<file path="config.mk">
export PLATFORM = sky130hd
export DESIGN_NAME = tag_stream_endian_normalizer_top
export DESIGN_NICKNAME = d
export VERILOG_FILES = /design/src/hw/rtl/tsen_pkg.sv /design/src/hw/rtl/tsen_front.sv /design/src/hw/rtl/tsen_queue.sv /design/src/hw/rtl/tsen_back.sv /design/src/hw/rtl/tag_stream_endian_normalizer_top.sv
export SDC_FILE = /design/constraint.sdc
export NUM_CORES = 1
export LEC_CHECK = 0
export ABC_CLOCK_PERIOD_IN_PS = 10400
export BUFFER_PORTS_ARGS = -buffer_cell sky130_fd_sc_hd__clkbuf_2
export CORE_AREA = 5 5 361 363
export CTS_CLUSTER_SIZE = 8
export DETAILED_ROUTE_END_ITERATION = 8
export DIE_AREA = 0 0 366 368
export MAX_ROUTING_LAYER = met4
export PLACE_DENSITY = 0.62
export SLEW_MARGIN = 40
export SYNTH_ARGS = -nofsm -noshare
export SYNTH_HDL_FRONTEND = slang
export SYNTH_SLANG_ARGS = --single-unit
export TNS_END_PERCENT = 50
</file>
<file path="constraint.sdc">
create_clock -name clk -period 10.4 [get_ports clk]
set_input_delay 2.08 -clock clk [delete_from_list [all_inputs] [get_ports clk]]
set_output_delay 2.08 -clock clk [all_outputs]
set_load 0.005 [all_outputs]
</file>
<file path="src/hw/rtl/tsen_pkg.sv">
package tsen_pkg;

  // header is four 32-bit words
  localparam int HDR_BYTES = 16;
  localparam logic [3:0] HDR_LAST = 4'(HDR_BYTES - 1);

  // queue between front and back
  localparam int QUEUE_DEPTH = 4;

  // detection limits
  localparam logic [31:0] MAGIC_SAME = 32'd100;
  localparam logic [31:0] DETECT_HI  = 32'd1000000;
  localparam logic [31:0] DETECT_LO  = 32'hFFF0BDC0;

  // record type and its swapped prefix
  localparam logic [31:0] TYPE_RECORD  = 32'd30;
  localparam logic [30:0] RECORD_LIMIT = 31'd80;
  localparam logic [31:0] TYPE_STRUCT_LO = 32'd31;
  localparam logic [31:0] TYPE_STRUCT_HI = 32'd35;

  // byte order modes
  localparam logic [1:0] MODE_DETECT  = 2'd0;
  localparam logic [1:0] MODE_SAME    = 2'd1;
  localparam logic [1:0] MODE_SWAPPED = 2'd2;

  // configuration register indexes
  localparam logic REG_BYTE_ORDER = 1'b0;

  // unit width codes
  localparam logic [1:0] UNIT_PASS = 2'd0;
  localparam logic [1:0] UNIT_2    = 2'd1;
  localparam logic [1:0] UNIT_4    = 2'd2;
  localparam logic [1:0] UNIT_8    = 2'd3;

  typedef struct packed {
    logic [7:0] stream_byte;
    logic       file_start;
  } in_item_t;

  typedef struct packed {
    logic               is_header;
    logic signed [31:0] tag_kind;
    logic signed [31:0] tag_type;
    logic        [30:0] tag_size;
    logic signed [31:0] tag_next;
    logic        [7:0]  out_byte;
    logic               was_swapped;
    logic               tag_end;
  } out_item_t;

  // one queued command: a header or a group of 1 to 8 data bytes
  typedef struct packed {
    logic            is_header;
    logic [31:0]     tag_kind;
    logic [31:0]     tag_type;
    logic [30:0]     tag_size;
    logic [31:0]     tag_next;
    logic [7:0][7:0] data_bytes;
    logic [2:0]      last_idx;
    logic            swapped;
    logic            tag_end;
  } cmd_t;

  function automatic logic [31:0] rev32(input logic [31:0] v);
    rev32 = {v[7:0], v[15:8], v[23:16], v[31:24]};
  endfunction

  function automatic logic detect_swapped(input logic [31:0] raw);
    if (raw == MAGIC_SAME) begin
      detect_swapped = 1'b0;
    end else if (rev32(raw) == MAGIC_SAME) begin
      detect_swapped = 1'b1;
    end else begin
      detect_swapped = (raw > DETECT_HI) && (raw < DETECT_LO);
    end
  endfunction

  function automatic logic [1:0] unit_code(input logic [31:0] t);
    priority if (t == 32'd2 || t == 32'd7 || t == 32'd13 || t == 32'd14 || t == 32'd16) begin
      unit_code = UNIT_2;
    end else if (t == 32'd3 || t == 32'd4 || t == 32'd6 || t == 32'd8) begin
      unit_code = UNIT_4;
    end else if (t == 32'd5 || t == 32'd9 || t == 32'd11) begin
      unit_code = UNIT_8;
    end else if (t >= TYPE_STRUCT_LO && t <= TYPE_STRUCT_HI) begin
      unit_code = UNIT_4;
    end else if (t == TYPE_RECORD) begin
      unit_code = UNIT_4;
    end else begin
      unit_code = UNIT_PASS;
    end
  endfunction

endpackage

</file>
<file path="src/hw/rtl/tsen_front.sv">
module tsen_front (
  input  logic              clk,
  input  logic              rst_n,
  input  logic              push,
  input  tsen_pkg::in_item_t in_item,
  output logic              full,
  input  logic [1:0]        byte_order_mode,
  input  logic              q_full,
  output logic              cmd_push,
  output tsen_pkg::cmd_t    cmd
);

  logic         accept;

  // control state
  logic         phase_r, phase_nxt;
  logic         known_r, known_nxt;
  logic         swap_r, swap_nxt;
  logic [3:0]   hcnt_r, hcnt_nxt;
  logic [30:0]  dcnt_r, dcnt_nxt;
  logic [2:0]   fill_r, fill_nxt;

  // payload state
  logic [119:0]    hsh_r, hsh_nxt;
  logic [6:0][7:0] ubuf_r, ubuf_nxt;
  logic [30:0]     size_r, size_nxt;
  logic [30:0]     end_r, end_nxt;
  logic [1:0]      wlog_r, wlog_nxt;

  // values after a file start
  logic         phase_eff, known_eff;
  logic [3:0]   hcnt_eff;
  logic [30:0]  dcnt_eff, d_inc;
  logic [2:0]   fill_eff;

  logic [127:0]    hdr_full;
  logic [3:0][31:0] words;
  logic            swap_h;
  logic [30:0]     size_h, lim, mask;
  logic [1:0]      code_h;
  logic            last;
  logic [7:0]      b;

  assign full   = q_full;
  assign accept = push && !q_full;
  assign b      = in_item.stream_byte;

  assign phase_eff = in_item.file_start ? 1'b0  : phase_r;
  assign known_eff = in_item.file_start ? 1'b0  : known_r;
  assign hcnt_eff  = in_item.file_start ? 4'd0  : hcnt_r;
  assign dcnt_eff  = in_item.file_start ? 31'd0 : dcnt_r;
  assign fill_eff  = in_item.file_start ? 3'd0  : fill_r;
  assign d_inc     = dcnt_eff + 31'd1;
  assign last      = d_inc >= size_r;
  assign hdr_full  = {b, hsh_r};

  // header decode: order, word reversal, size clamp, unit plan
  always_comb begin
    priority if (byte_order_mode == tsen_pkg::MODE_SAME) begin
      swap_h = 1'b0;
    end else if (byte_order_mode == tsen_pkg::MODE_SWAPPED) begin
      swap_h = 1'b1;
    end else if (!known_eff) begin
      swap_h = tsen_pkg::detect_swapped(hdr_full[31:0]);
    end else begin
      swap_h = swap_r;
    end
    for (int j = 0; j < 4; j++) begin
      words[j] = swap_h ? tsen_pkg::rev32(hdr_full[32*j +: 32]) : hdr_full[32*j +: 32];
    end
    size_h = words[2][31] ? 31'd0 : words[2][30:0];
    code_h = swap_h ? tsen_pkg::unit_code(words[1]) : tsen_pkg::UNIT_PASS;
    lim    = size_h;
    if (words[1] == tsen_pkg::TYPE_RECORD && size_h > tsen_pkg::RECORD_LIMIT) begin
      lim = tsen_pkg::RECORD_LIMIT;
    end
    unique case (code_h)
      tsen_pkg::UNIT_2: mask = 31'd1;
      tsen_pkg::UNIT_4: mask = 31'd3;
      tsen_pkg::UNIT_8: mask = 31'd7;
      default:          mask = 31'd0;
    endcase
  end

  // per-item parse
  always_comb begin
    phase_nxt = phase_eff;
    known_nxt = known_eff;
    swap_nxt  = swap_r;
    hcnt_nxt  = hcnt_eff;
    dcnt_nxt  = dcnt_eff;
    fill_nxt  = fill_eff;
    hsh_nxt   = hsh_r;
    ubuf_nxt  = ubuf_r;
    size_nxt  = size_r;
    end_nxt   = end_r;
    wlog_nxt  = wlog_r;
    cmd_push  = 1'b0;
    cmd       = '0;
    if (!phase_eff) begin
      hsh_nxt  = {b, hsh_r[119:8]};
      hcnt_nxt = hcnt_eff + 4'd1;
      if (hcnt_eff == tsen_pkg::HDR_LAST) begin
        hcnt_nxt       = 4'd0;
        swap_nxt       = swap_h;
        known_nxt      = 1'b1;
        size_nxt       = size_h;
        end_nxt        = lim & ~mask;
        wlog_nxt       = code_h;
        dcnt_nxt       = 31'd0;
        fill_nxt       = 3'd0;
        phase_nxt      = size_h != 31'd0;
        cmd_push       = accept;
        cmd.is_header  = 1'b1;
        cmd.tag_kind   = words[0];
        cmd.tag_type   = words[1];
        cmd.tag_size   = size_h;
        cmd.tag_next   = words[3];
        cmd.tag_end    = size_h == 31'd0;
      end
    end else begin
      dcnt_nxt = d_inc;
      if (wlog_r != tsen_pkg::UNIT_PASS && dcnt_eff < end_r) begin
        // the eighth byte of a unit goes straight into the command
        if (fill_eff != 3'd7) begin
          ubuf_nxt[fill_eff] = b;
        end
        fill_nxt = fill_eff + 3'd1;
        cmd.data_bytes[0] = b;
        cmd.swapped       = 1'b1;
        cmd.tag_end       = last;
        unique case (wlog_r)
          tsen_pkg::UNIT_2: begin
            cmd.last_idx      = 3'd1;
            cmd.data_bytes[1] = ubuf_r[0];
          end
          tsen_pkg::UNIT_4: begin
            cmd.last_idx      = 3'd3;
            cmd.data_bytes[1] = ubuf_r[2];
            cmd.data_bytes[2] = ubuf_r[1];
            cmd.data_bytes[3] = ubuf_r[0];
          end
          tsen_pkg::UNIT_8: begin
            cmd.last_idx = 3'd7;
            for (int i = 1; i < 8; i++) begin
              cmd.data_bytes[i] = ubuf_r[7 - i];
            end
          end
          tsen_pkg::UNIT_PASS: begin
            cmd.last_idx = 3'd0;
          end
        endcase
        if (fill_eff == cmd.last_idx) begin
          fill_nxt = 3'd0;
          cmd_push = accept;
        end
      end else begin
        cmd.data_bytes[0] = b;
        cmd.tag_end       = last;
        cmd_push          = accept;
      end
      if (last) begin
        phase_nxt = 1'b0;
        dcnt_nxt  = 31'd0;
        fill_nxt  = 3'd0;
      end
    end
  end

  // control registers
  always_ff @(posedge clk) begin
    if (!rst_n) begin
      phase_r <= 1'b0;
      known_r <= 1'b0;
      swap_r  <= 1'b0;
      hcnt_r  <= 4'd0;
      dcnt_r  <= 31'd0;
      fill_r  <= 3'd0;
    end else if (accept) begin
      phase_r <= phase_nxt;
      known_r <= known_nxt;
      swap_r  <= swap_nxt;
      hcnt_r  <= hcnt_nxt;
      dcnt_r  <= dcnt_nxt;
      fill_r  <= fill_nxt;
    end
  end

  // payload registers
  always_ff @(posedge clk) begin
    if (accept) begin
      hsh_r  <= hsh_nxt;
      ubuf_r <= ubuf_nxt;
      size_r <= size_nxt;
      end_r  <= end_nxt;
      wlog_r <= wlog_nxt;
    end
  end

endmodule

</file>
<file path="src/hw/rtl/tsen_queue.sv">
module tsen_queue #(
  parameter int DEPTH = tsen_pkg::QUEUE_DEPTH
) (
  input  logic           clk,
  input  logic           rst_n,
  input  logic           push,
  input  tsen_pkg::cmd_t wdata,
  output logic           full,
  input  logic           pop,
  output tsen_pkg::cmd_t rdata,
  output logic           empty
);

  localparam int PTR_W = (DEPTH > 1) ? $clog2(DEPTH) : 1;
  localparam int CNT_W = $clog2(DEPTH + 1);

  tsen_pkg::cmd_t   mem [DEPTH];
  logic [PTR_W-1:0] wptr_r, wptr_nxt, rptr_r, rptr_nxt;
  logic [CNT_W-1:0] count_r, count_nxt;

  assign full  = count_r == CNT_W'(DEPTH);
  assign empty = count_r == '0;
  assign rdata = mem[rptr_r];

  // pointer and count update
  always_comb begin
    wptr_nxt  = wptr_r;
    rptr_nxt  = rptr_r;
    count_nxt = count_r;
    if (push) begin
      wptr_nxt = (wptr_r == PTR_W'(DEPTH - 1)) ? '0 : wptr_r + 1'b1;
    end
    if (pop) begin
      rptr_nxt = (rptr_r == PTR_W'(DEPTH - 1)) ? '0 : rptr_r + 1'b1;
    end
    if (push && !pop) begin
      count_nxt = count_r + 1'b1;
    end else if (pop && !push) begin
      count_nxt = count_r - 1'b1;
    end
  end

  always_ff @(posedge clk) begin
    if (!rst_n) begin
      wptr_r  <= '0;
      rptr_r  <= '0;
      count_r <= '0;
    end else begin
      wptr_r  <= wptr_nxt;
      rptr_r  <= rptr_nxt;
      count_r <= count_nxt;
    end
  end

  // storage
  always_ff @(posedge clk) begin
    if (push) begin
      mem[wptr_r] <= wdata;
    end
  end

  // checks
  a_count_range: assert property (@(posedge clk) disable iff (!rst_n)
    count_r <= CNT_W'(DEPTH))
    else $error("queue count above depth");

  a_no_overflow: assert property (@(posedge clk) disable iff (!rst_n)
    push |-> (!full || pop))
    else $error("queue written while full");

  a_no_underflow: assert property (@(posedge clk) disable iff (!rst_n)
    pop |-> !empty)
    else $error("queue read while empty");

  a_count_up: assert property (@(posedge clk) disable iff (!rst_n)
    (push && !pop) |=> count_r == $past(count_r) + 1'b1)
    else $error("queue count did not advance on push");

endmodule

</file>
<file path="src/hw/rtl/tsen_back.sv">
module tsen_back (
  input  logic                 clk,
  input  logic                 rst_n,
  input  logic                 q_empty,
  input  tsen_pkg::cmd_t       head,
  output logic                 q_pop,
  output logic                 empty,
  input  logic                 pop,
  output tsen_pkg::out_item_t  out_item
);

  logic                 out_valid_r, out_valid_nxt;
  tsen_pkg::out_item_t  out_item_r, out_item_nxt;
  logic [2:0]           idx_r, idx_nxt;
  logic                 load;

  assign empty    = !out_valid_r;
  assign out_item = out_item_r;
  assign load     = !out_valid_r || pop;

  // walk the head command one result at a time
  always_comb begin
    out_valid_nxt = out_valid_r;
    out_item_nxt  = out_item_r;
    idx_nxt       = idx_r;
    q_pop         = 1'b0;
    if (load) begin
      out_valid_nxt = !q_empty;
      if (!q_empty) begin
        out_item_nxt = '0;
        if (head.is_header) begin
          out_item_nxt.is_header = 1'b1;
          out_item_nxt.tag_kind  = head.tag_kind;
          out_item_nxt.tag_type  = head.tag_type;
          out_item_nxt.tag_size  = head.tag_size;
          out_item_nxt.tag_next  = head.tag_next;
        end else begin
          out_item_nxt.out_byte    = head.data_bytes[idx_r];
          out_item_nxt.was_swapped = head.swapped;
        end
        out_item_nxt.tag_end = head.tag_end && (idx_r == head.last_idx);
        if (idx_r == head.last_idx) begin
          q_pop   = 1'b1;
          idx_nxt = 3'd0;
        end else begin
          idx_nxt = idx_r + 3'd1;
        end
      end
    end
  end

  always_ff @(posedge clk) begin
    if (!rst_n) begin
      out_valid_r <= 1'b0;
      idx_r       <= 3'd0;
    end else begin
      out_valid_r <= out_valid_nxt;
      idx_r       <= idx_nxt;
    end
  end

  // output register
  always_ff @(posedge clk) begin
    out_item_r <= out_item_nxt;
  end

endmodule

</file>
<file path="src/hw/rtl/tag_stream_endian_normalizer_top.sv">
// Tag stream endian normalizer: splits a raw file byte stream into tags
// (16-byte header, then size data bytes) and puts them into host order.
// Input: one byte per item on in_item, taken when push is high and full low;
// file_start marks the first byte of a file and restarts parsing and detection.
// Output: results are read like a queue; out_item holds the oldest one while
// empty is low and it is taken when pop is high. A header gives one result,
// a data byte gives one result, or a whole swapped unit of 2, 4 or 8 bytes
// gives that many results when its last byte arrives.
// Path: a result goes from the taken item into the command queue, then into
// the output register, and from there shows on out_item; a unit's bytes
// follow at one per cycle while pop is high.
// Throughput: one item per cycle in and one result per cycle out; the front
// parser takes a byte every cycle while the command queue has room, and the
// back drains one result per cycle from the queue head while pop is high.
// Stalls: when pop is held low the output register and the queue fill, and
// full rises once the queue is full; nothing is lost.
// Reset: byte order is unknown, parsing expects a header, queue and output
// are empty, byte_order_mode reads 0 (detect).
module tag_stream_endian_normalizer_top #(
  parameter int QUEUE_DEPTH = tsen_pkg::QUEUE_DEPTH
) (
  input  logic                clk,
  input  logic                rst_n,
  // input channel
  input  logic                push,
  input  tsen_pkg::in_item_t  in_item,
  output logic                full,
  // result channel
  output logic                empty,
  input  logic                pop,
  output tsen_pkg::out_item_t out_item,
  // configuration port
  input  logic                psel,
  input  logic                penable,
  input  logic                pwrite,
  input  logic [2:0]          paddr,
  input  logic [31:0]         pwdata,
  output logic [31:0]         prdata,
  output logic                pready
);

  logic [1:0]     mode_r;
  logic           q_full, q_empty, q_push, q_pop;
  tsen_pkg::cmd_t q_wdata, q_rdata;

  // configuration register
  assign pready = 1'b1;
  assign prdata = (paddr[2] == tsen_pkg::REG_BYTE_ORDER) ? {30'd0, mode_r} : 32'd0;

  always_ff @(posedge clk) begin
    if (!rst_n) begin
      mode_r <= tsen_pkg::MODE_DETECT;
    end else if (psel && penable && pwrite && pready
                 && paddr[2] == tsen_pkg::REG_BYTE_ORDER) begin
      mode_r <= pwdata[1:0];
    end
  end

  // front parser
  tsen_front u_front (
    .clk             (clk),
    .rst_n           (rst_n),
    .push            (push),
    .in_item         (in_item),
    .full            (full),
    .byte_order_mode (mode_r),
    .q_full          (q_full),
    .cmd_push        (q_push),
    .cmd             (q_wdata)
  );

  // command queue
  tsen_queue #(
    .DEPTH (QUEUE_DEPTH)
  ) u_queue (
    .clk   (clk),
    .rst_n (rst_n),
    .push  (q_push),
    .wdata (q_wdata),
    .full  (q_full),
    .pop   (q_pop),
    .rdata (q_rdata),
    .empty (q_empty)
  );

  // back end result sequencer
  tsen_back u_back (
    .clk      (clk),
    .rst_n    (rst_n),
    .q_empty  (q_empty),
    .head     (q_rdata),
    .q_pop    (q_pop),
    .empty    (empty),
    .pop      (pop),
    .out_item (out_item)
  );

endmodule

</file>
# Word level (Yosys, flattened, before mapping)
# Memories as Yosys holds them, arrays and structs flattened. A register that Yosys moved wholly into a read port is not among the register bits.
# Cells that the tools add are included.
totals:
  output_inout_bits: 173
  input_bits: 51
  mem_bits_rw: 788
  ff_bits: 432
  mem_count: 1
  wordCells: 196
memory_table:
  columns: ["name", "words", "width", "rd", "rd_clocked_by_memory_dff", "wr", "line", "text"]
  rows:
  - ["u_queue.mem", 4, 197, 1, 1, 1, "tsen_queue.sv:17", "tsen_pkg::cmd_t mem [DEPTH];"]
op_classes:
  n_mux: 74
  n_lt_le_gt_ge: 10
  add_sub_neg: 8
  bitwise_logic: 5
  eq_ne: 30
  reduce_logical: 37
op_table:
  columns: ["cell", "count"]
  rows:
  - ["2-to-1 mux 128 bit", 3]
  - ["2-to-1 mux 31 bit", 6]
  - ["equality test 32 x 4 -> 1 bit, second input constant", 5]
  - ["2-to-1 mux 32 bit", 5]
  - ["equality test 32 x 3 -> 1 bit, second input constant", 4]
  - ["2-to-1 mux 68 bit", 1]
  - ["equality test 32 x 2 -> 1 bit, second input constant", 2]
  - ["equality test 32 x 5 -> 1 bit, second input constant", 2]
  - ["equality test 32 x 7 -> 1 bit, second input constant", 2]
  - ["bitwise mux 56 bit", 1]
  - ["2-to-1 mux 56 bit", 1]
  - ["2-to-1 mux 3 bit", 11]
  - ["greater-or-equal comparator 32 x 5 -> 1 bit, second input constant", 1]
  - ["> comparator 32 x 20 -> 1 bit, second input constant", 1]
  - ["<= comparator 32 x 6 -> 1 bit, second input constant", 1]
  - ["less-than comparator 32 bit, second input constant", 1]
  - ["case mux 16 bit (2 select lines)", 1]
  - ["adder 31 x 1 -> 31 bit, second input constant", 1]
  - ["AND 31 bit", 1]
  - ["greater-or-equal comparator 31 bit", 1]
  - ["> comparator 31 x 7 -> 1 bit, second input constant", 1]
  - ["zero test 31 bit", 1]
  - ["less-than comparator 31 bit", 1]
  - ["NOT 3 -> 31 bit", 1]
  - ["other kinds (32)", 109]

# Logic depth before layout (Yosys ltp)
# Gate-level depths: netlist of the first run.
logic_depth:
  depth_word: 19
  ltp_mapped: 26
  mapped_depth_nobuf: 19

# Hierarchy
# A second synthesis of the first run with hierarchy kept.
hier_totals:
  hier_cells: 2979
  area_unflattened_um2: 50063.0
by_module_without_submodules:
  columns: ["mod", "cells_each", "seq_area_each_um2", "area_per_inst_um2", "instances"]
  rows:
  - ["tsen_queue", 1073, 23842.9, 28868.9, 1]
  - ["tsen_front", 1524, 8027.7, 15114.5, 1]
  - ["tsen_back", 338, 4224.1, 5733.0, 1]
  - ["tag_stream_endian_normalizer_top", 44, 40.0, 346.6, 1]

# Worst setup path before layout of the first run
# OpenSTA, ideal clock, no wires.
synth_timing:
  kind: "input-to-reg"
  start: "in pop"
  end: "reg u_queue.count_r[2]"
  path_buffers: 0
  path_stages: 10
  setup_ns: 0.076
  arrival_time_ns: 10.707
  slack_ns: -0.383
  required_ns: 10.324
  cell_sequence: "inv_1 a21oi_1 and2_1 inv_1 ha_1 inv_1 fa_1 xor2_1 or3_1 a21boi_0"
synth_between:
  elab_chain_len: 5
  elab_cells_between_ends: 7
  classes_between: "mux: 2; reduce/logical: 5"
synth_rtl:
  columns: ["element", "line", "text"]
  rows:
  - ["start, declared", "tag_stream_endian_normalizer_top.sv:30", "input logic pop,"]
  - ["logical OR 1 bit (*)", "tsen_back.sv:19", "assign load = !out_valid_r || pop;"]
  - ["2-to-1 mux 1 bit (*)", "tsen_back.sv:27", "if (load) begin"]
  - ["zero test 1 bit", "tsen_queue.sv:36", "if (push && !pop) begin"]
  - ["logical AND 1 bit", "tsen_queue.sv:36", null]
  - ["2-to-1 mux 3 bit or nonzero test 2 bit (tied branches)", null, null]
  - ["end signal, assigned", "tsen_queue.sv:51", "count_r <= count_nxt;"]
  - ["end, declared", "tsen_queue.sv:19", "logic [CNT_W-1:0] count_r, count_nxt;"]
# Every way passes the cells marked *; elsewhere a longest branch is shown, timed or not.
# A chain may end at the register's enable or synchronous reset.

# Final worst setup path of the first run
layout_timing:
  start: "in in_item[0] (netlist bit)"
  end: "mem u_queue.mem[3][165] (netlist bit) (enable)"
layout_between:
  elab_chain_len: 7
  elab_cells_between_ends: 14
  classes_between: "order compare: 1; eq/ne: 2; mux: 10; reduce/logical: 1"
layout_rtl:
  columns: ["element", "line", "text"]
  rows:
  - ["start, declared", "tag_stream_endian_normalizer_top.sv:26", "input tsen_pkg::in_item_t in_item,"]
  - ["2-to-1 mux 31 bit or 2-to-1 mux 3 bit (tied branches)", "tsen_front.sv:51, tsen_front.sv:52", null]
  - ["less-than comparator 31 bit or equality test 3 bit (tied branches)", "tsen_front.sv:123, tsen_front.sv:153", null]
  - ["logical AND 1 bit or 2-to-1 mux 1 bit (tied branches)", "tsen_front.sv:123, tsen_front.sv:153", null]
  - ["2-to-1 mux 1 bit", "tsen_front.sv:123", "if (wlog_r != tsen_pkg::UNIT_PASS && dcnt_eff < end_r) begin"]
  - ["2-to-1 mux 1 bit (*)", "tsen_front.sv:100", "if (!phase_eff) begin"]
  - ["2-to-1 mux 1 bit (*)", "tsen_queue.sv:57", "if (push) begin"]
  - ["2-to-1 mux 1 bit (not written as such) (*)", "tsen_queue.sv:58", "mem[wptr_r] <= wdata;"]
  - ["end, declared", "tsen_queue.sv:17", null]
# Marked as above.

==> results.json, run 1 <==
{
  "path_max_fanout": 74,
  "p_total_mw": 10.8,
  "place_hpwl_mm": 66.9,
  "fp-row-count": 131,
  "cap_violations": 0,
  "skew_ns": 0.0491,
  "drive_above_1_share": 0.201,
  "grt.overflow.total": 0,
  "grt_pass1_wl_mm": 171,
  "start_util": 0.396,
  "finalCriticalPeriod_ns": 6.53,
  "crit_type": "in2reg",
  "critPathLaunchType": "primary input",
  "cts_resized": 0,
  "routed_wl_mm": 112,
  "io_pins": 224,
  "slew_headroom": 0.460,
  "detailedPlace.worstSlack_ns": 3.01,
  "drtIter0Drc": 2338,
  "layout_commonest_cell": "edfxtp_1",
  "synth-seq-cells": 1222,
  "hp-class": "reg2reg",
  "crit_required_ns": 10.75,
  "synthFlopType": "edfxtp_1",
  "p_comb_frac": 0.025,
  "cts_htree_levels": 4,
  "nets": 3389,
  "use_met3": 0.0321,
  "clockPowerShare": 0.467,
  "crit_buf_inv": 4,
  "p_int_mw": 8.63,
  "period_share": 0.628,
  "clk_pin_slew_ns": 0.05,
  "async_flop_share": 0,
  "clock_latency_ns": 0.75,
  "ys_types": 74,
  "timing.fmax_mhz": 153,
  "fin_cells": 4997,
  "maxSlewViolCount": 0,
  "antenna_found_initial": 5,
  "arrival_ns": 6.88,
  "clockRootBuffer": "clkbuf_16",
  "grt-busiest-layer": "met2",
  "syn_inst": 3037,
  "critPathMaxStageDelay_ns": 0.62,
  "io_buffers": 160,
  "fp.dieH_um": 368,
  "final_cell_mix": "edfxtp_1, nand2_1, mux4_2",
  "peakVddDrop_v": 0.000131,
  "switching_share": 0.203,
  "path_cells": "buf_2, buf_4, nor2b_1, ha_1, nand4_1, or2_2, nor3_1, o221ai_1, a31oi_1, or3b_2, o221a_2, and2_4, buf_12, buf_16",
  "cts_tree": "done",
  "grtUsageMet1": 0.239,
  "clock_sinks": 1222,
  "ant_nets": 0,
  "ys_warn_count": 0,
  "design.die.area_um2": 135000,
  "gp_congestion": 0.844,
  "seq_power_share": 0.508,
  "place_inst": 4754,
  "cts_hold_buf": 0,
  "wl_per_cell_um": 22.3,
  "switching_power_mw": 2.20,
  "critical_path.top_delay_family": "buffers and inverters",
  "p_leak_nw": 20.7,
  "die_width_um": 366,
  "setup_viol": 0,
  "timing.final.ws_setup_ns": 3.87,
  "syn-cell-area_um2": 50100,
  "groute.usage.overall": 0.170,
  "postSynthAreaPerCell_um2": 16.5,
  "syn_to_final_growth_pct": 15.4,
  "synth_edf_count": 1166,
  "clock_path_buffers": 3,
  "gr-usage-met2": 0.258,
  "cp-end-kind": "register",
  "first_global_vias": 27400,
  "tightest_slew_ns": 0.788,
  "cts_made_buffers": 171,
  "synth.yosys.seq_area_share": 0.721,
  "crit_slowest_cell": "and2_4",
  "power.density_nw_per_um2": 187,
  "core_area_um2": 127000,
  "vias": 26800,
  "post_cts.repair.setup_buffers": 0,
  "fillers": 10800,
  "remaining_drc_errors": 0,
  "status": "finished clean",
  "first_pass_iters": 5,
  "grt_start_max_net_pins": 115,
  "hold_violations": 0,
  "rsz0062_at_grt": "false",
  "viasPerCell": 5.36
}
final timing paths:
check	slack [ns]	cells past startpoint	to	startpoint
worst max-delay path	3.87	14	u_queue.mem[3][165]	in_item[0]
worst min register to register	0.47	0	u_front.hsh_r[105]	u_front.hsh_r[113]
worst max register to register	5.51	16	u_front.dcnt_r[1]	u_front.dcnt_r[3]
worst min-delay path	0.47	0	u_front.hsh_r[105]	u_front.hsh_r[113]
power by group through the flow:
stage                     clock network [mW]  logic, mW  registers (mW)
final                                   5.05      0.274            5.50
after global routing                    5.41      0.304            5.50
after CTS                               5.16      0.279            5.50
after detailed placement                   0      0.278            5.59
after global placement                     0      0.275            5.59
after floorplan                            0      0.180            5.56
flip-flops by register name, summed over array words and instances (netlist names), 4 cells and up, named ones only:
register,cells
u_front.size_r,31
u_front.ubuf_r,56
u_front.dcnt_r,31
u_front.hsh_r,120
u_queue.mem,788
u_front.end_r,31
u_back.out_item,138
u_front.hcnt_r,4
cells in the mapped netlist (all sizes together), types with 3 or more instances:
library cell / n / area, um^2
a31oi: 33 / 213
buf: 81 / 475
o21a: 11 / 82.6
nand2: 248 / 931
or4: 5 / 41.3
ha: 72 / 901
a22oi: 9 / 67.6
nor4: 28 / 188
nand3b: 5 / 37.5
nand3: 28 / 140
and4: 6 / 53.8
xor2: 16 / 140
o2111ai: 3 / 26.3
clkbuf: 114 / 428
inv: 117 / 439
nor3b: 27 / 203
edfxtp: 1166 / 35000
mux4: 213 / 4800
nand2b: 13 / 81.3
or3: 4 / 25.0
a21oi: 137 / 689
a211oi: 3 / 22.5
xnor2: 22 / 193
o211a: 3 / 30.0
o21ai: 48 / 240
and3: 44 / 275
nand4: 19 / 119
a21boi: 9 / 71.3
dfxtp: 56 / 1120
nor2: 143 / 537
a32o: 3 / 30.0
a21o: 17 / 128
a221oi: 15 / 131
mux2i: 37 / 383
and2: 160 / 1000
nor3: 18 / 90.1
mux2: 11 / 128
o211ai: 6 / 45.0
or2: 3 / 18.8
nor2b: 55 / 344
stage by stage:
stage | setup TNS (ns) | hold WS (ns) | utilization | cell area, um^2
global placement | 0 | 0.457 | 0.416 | 52800
CTS | 0 | 0.473 | 0.457 | 57900
detailed placement | 0 | 0.464 | 0.418 | 53000
finish | 0 | 0.473 | 0.457 | 57900
floorplan | -15.41 | 0.424 | - | 50300
global route | 0 | 0.488 | 0.457 | 57900
per-layer routing:
layer | share of wire | vias up
li1 | - | 12000
met1 | 0.45 | 13800
met2 | 0.47 | 843
met3 | 0.063 | 138
met4 | 0.016 | 0
met5 | 0 | -
cells by family after synthesis:
logic type / after synthesis / share of synthesized area
AOI/OAI and AO/OA: 313 / 0.0384
DFF: 1222 / 0.721
buffers and inverters: 314 / 0.0269
other: 2 / 0.000150
xor gates and xnor gates: 38 / 0.00664
muxes: 261 / 0.106
and+or+nand+nor: 814 / 0.0830
adders and majority gates: 73 / 0.0184
area by class of cell:
cell class / instances / area (um^2) / share of cell area
antenna: 1 / 2.50 / 0.0000432
clock buffer: 231 / 4650 / 0.0804
clock inverter: 11 / 193 / 0.00333
inverter: 119 / 449 / 0.00776
multi-input combinational: 1530 / 12900 / 0.222
sequential: 1222 / 36100 / 0.624
tap: 1662 / 2080 / 0.0359
timing repair buffer: 221 / 1490 / 0.0258
Note: power is estimated with default switching activity, not from simulation.
==> inputs of run 2 (changes only) <==
ABC_AREA = 1   (was unset)
ABC_CLOCK_PERIOD_IN_PS = 6300   (was 10400)
CORE_AREA = 5 5 364 366   (was 5 5 361 363)
DIE_AREA = 0 0 369 371   (was 0 0 366 368)
PLACE_DENSITY = 0.59   (was 0.62)
clock period = 6.3 ns   (was 10.4 ns; I/O delays follow)
==> run 2 against run 1 <==
Via count up 24%. Worst hold slack worse by 0.027 ns. Die area rose by 1.6%. Sequential share of layout area shrank 0.91 points. Register-to-register slack lost 3.9 ns. Highest routed layer unchanged.
==> results.json, run 2 <==
{
  "status": "finished clean",
  "design.die.area_um2": 137000,
  "clock_sinks": 1222,
  "die_width_um": 369,
  "critPathMaxStageDelay_ns": 0.37,
  "synth_top_family_by_area": "compound AO/OA/AOI/OAI gates",
  "cts_hold_buf": 0,
  "detailedPlace.worstSlack_ns": 0.516,
  "path_max_fanout": 31,
  "muxShareOfSynthArea": 0,
  "syn_inst": 4370,
  "hp-class": "reg2reg",
  "cap_violations": 0,
  "timing.fmax_mhz": 198,
  "place_inst": 6059,
  "clk_pin_slew_ns": 0.05,
  "antenna_found_initial": 6,
  "synth-compound-area-share": 0.107,
  "synth_edf_count": 1166,
  "path_common_cell": "nand2_1",
  "first_global_vias": 32200,
  "cp-end-kind": "register",
  "timing.final.ws_setup_ns": 1.26,
  "ys_types": 52,
  "first_pass_iters": 5,
  "place_hpwl_mm": 79.6,
  "io_buffers": 160,
  "postSynthAreaPerCell_um2": 11.7,
  "fp-row-count": 132,
  "crit_required_ns": 7.00,
  "async_flop_share": 0,
  "top_register": "u_queue.mem",
  "synth-seq-cells": 1222,
  "ant_nets": 0,
  "switching_power_mw": 4.16,
  "remaining_drc_errors": 0,
  "ys_warn_count": 0,
  "p_leak_nw": 22.7,
  "synth_fa_ha_area_frac": 0.0181,
  "grt.overflow.total": 0,
  "critPathLaunchType": "primary input",
  "fin_cells": 6301,
  "skew_ns": 0.0345,
  "hold_violations": 0,
  "p_int_mw": 14.3,
  "cts_tree": "done",
  "clock_latency_ns": 0.80,
  "maxSlewViolCount": 0,
  "whs_ns": 0.446,
  "largest_reg_flops": 788,
  "setup_viol": 0,
  "grt_start_max_net_pins": 158,
  "synth.largest_area_cell": "edfxtp_1",
  "rsz0062_at_grt": "false",
  "layout_commonest_cell": "edfxtp_1",
  "core_area_um2": 129000,
  "power.density_nw_per_um2": 314,
  "wl_per_cell_um": 21.0,
  "finalSetupTns_ns": 0,
  "post_cts.repair.setup_buffers": 0,
  "slew_headroom": 0.396,
  "viasPerCell": 5.27,
  "switching_share": 0.226,
  "yosys.area_share.simple": 0.105,
  "tightest_slew_ns": 0.906,
  "drive_above_1_share": 0.105,
  "synthXorXnorAreaFrac": 0.00550,
  "path_cells": "clkbuf_2, buf_4, nor2_1, nand2_1, nor4_1, nand3_1, or2_1, nor2_1, nand2_1, nor3_1, xor2_1, inv_1, ha_1, nand2_1, inv_1, nand4_1, nor3_1, a221oi_1, o311a_1, nand2_1, nor2_2, buf_12, nand2_1, a21oi_1",
  "clock_path_buffers": 3,
  "groute.usage.overall": 0.196,
  "yosys.area.top_type_share": 0.687,
  "fp.dieH_um": 371,
  "period_share": 0.800,
  "p_comb_frac": 0.052,
  "start_util": 0.396,
  "routed_wl_mm": 132,
  "seq_power_share": 0.497,
  "cts_htree_levels": 4,
  "vias": 33200,
  "nets": 4682,
  "io_pins": 224,
  "clockRootBuffer": "clkbuf_16",
  "crit_type": "in2reg",
  "finalCriticalPeriod_ns": 5.04,
  "synthTopCellsByCount": "edfxtp_1, nor2_1, o21ai_0",
  "gp_congestion": 0.869,
  "grt_pass1_wl_mm": 199,
  "clockPowerShare": 0.451,
  "synthFlopType": "edfxtp_1",
  "peakVddDrop_v": 0.000202,
  "synth.yosys.seq_area_share": 0.709,
  "syn-cell-area_um2": 51000,
  "arrival_ns": 5.74,
  "yosysMostFrequentCell": "edfxtp_1",
  "synth.top_cells.by_area": "edfxtp_1, nor2_1, o21ai_0",
  "drtIter0Drc": 3091,
  "syn_to_final_growth_pct": 15.2,
  "cts_made_buffers": 172,
  "cts_resized": 0,
  "crit_slowest_cell": "nor4_1",
  "final_cell_mix": "edfxtp_1, nor2_1, o21ai_0"
}
-- run 2: worst max-delay path, delay by kind of cell --
family	cells	cell delay, ns
AO/OA/AOI/OAI	3	0.61
XOR/XNOR	1	0.17
adder cells (fa/ha/maj)	1	0.27
buffers and inverters	5	0.81
AND/OR/NAND/NOR	14	2.57
-- run 2: worst paths after layout --
path,start,to,slack [ns],cells past startpoint
hold / removal,u_front.hsh_r[51],u_front.hsh_r[43],0.45,0
hold reg to reg,u_front.hsh_r[51],u_front.hsh_r[43],0.45,0
setup reg to reg,u_front.dcnt_r[0],u_front.dcnt_r[14],1.61,23
setup / recovery,in_item[0],u_front.dcnt_r[14],1.26,24
-- run 2: layout make-up --
cell class                 instances  area, um^2
fill                           11500       70100
sequential                      1222       36100
multi-input combinational       2476       12200
clock buffer                     218        4500
tap                             1675        2100
timing repair buffer             248        1770
inverter                         438        1670
clock inverter                    20         308
antenna                            4        10.0
-- run 2: power by group through the flow --
stage | logic, mW | registers [mW] | clock network [mW]
2_1_floorplan | 0.570 | 9.32 | 0
6_report | 0.958 | 9.18 | 8.32
4_1_cts | 0.970 | 9.18 | 8.52
5_1_grt | 1.06 | 9.19 | 8.86
3_5_place_dp | 0.965 | 9.33 | 0
3_3_place_gp | 0.954 | 9.33 | 0
-- run 2: cell families after synthesis --
family,Yosys count
AND/OR/NAND/NOR,1355
flip-flops,1222
AO/OA/AOI/OAI,985
buffers and inverters,701
adder cells (fa/ha/maj),73
XOR/XNOR,32
other,2
-- run 2: per-layer routing --
layer  track usage  wire length [um]  up-vias
li1              -                 -    15600
met1         0.256             56800    16300
met2         0.310             63200     1022
met3        0.0402              8420      245
met4        0.0619              3830        0
met5             -                 0        -
-- run 2: stage by stage --
| step | power [mW] | util | instance area [um^2] |
|---|---|---|---|
| floorplan | 9.89 | - | 51200 |
| global placement | 10.3 | 0.418 | 53900 |
| detailed placement | 10.3 | 0.418 | 53900 |
| CTS | 18.7 | 0.456 | 58700 |
| global route | 19.1 | 0.456 | 58700 |
| finish | 18.5 | 0.456 | 58700 |
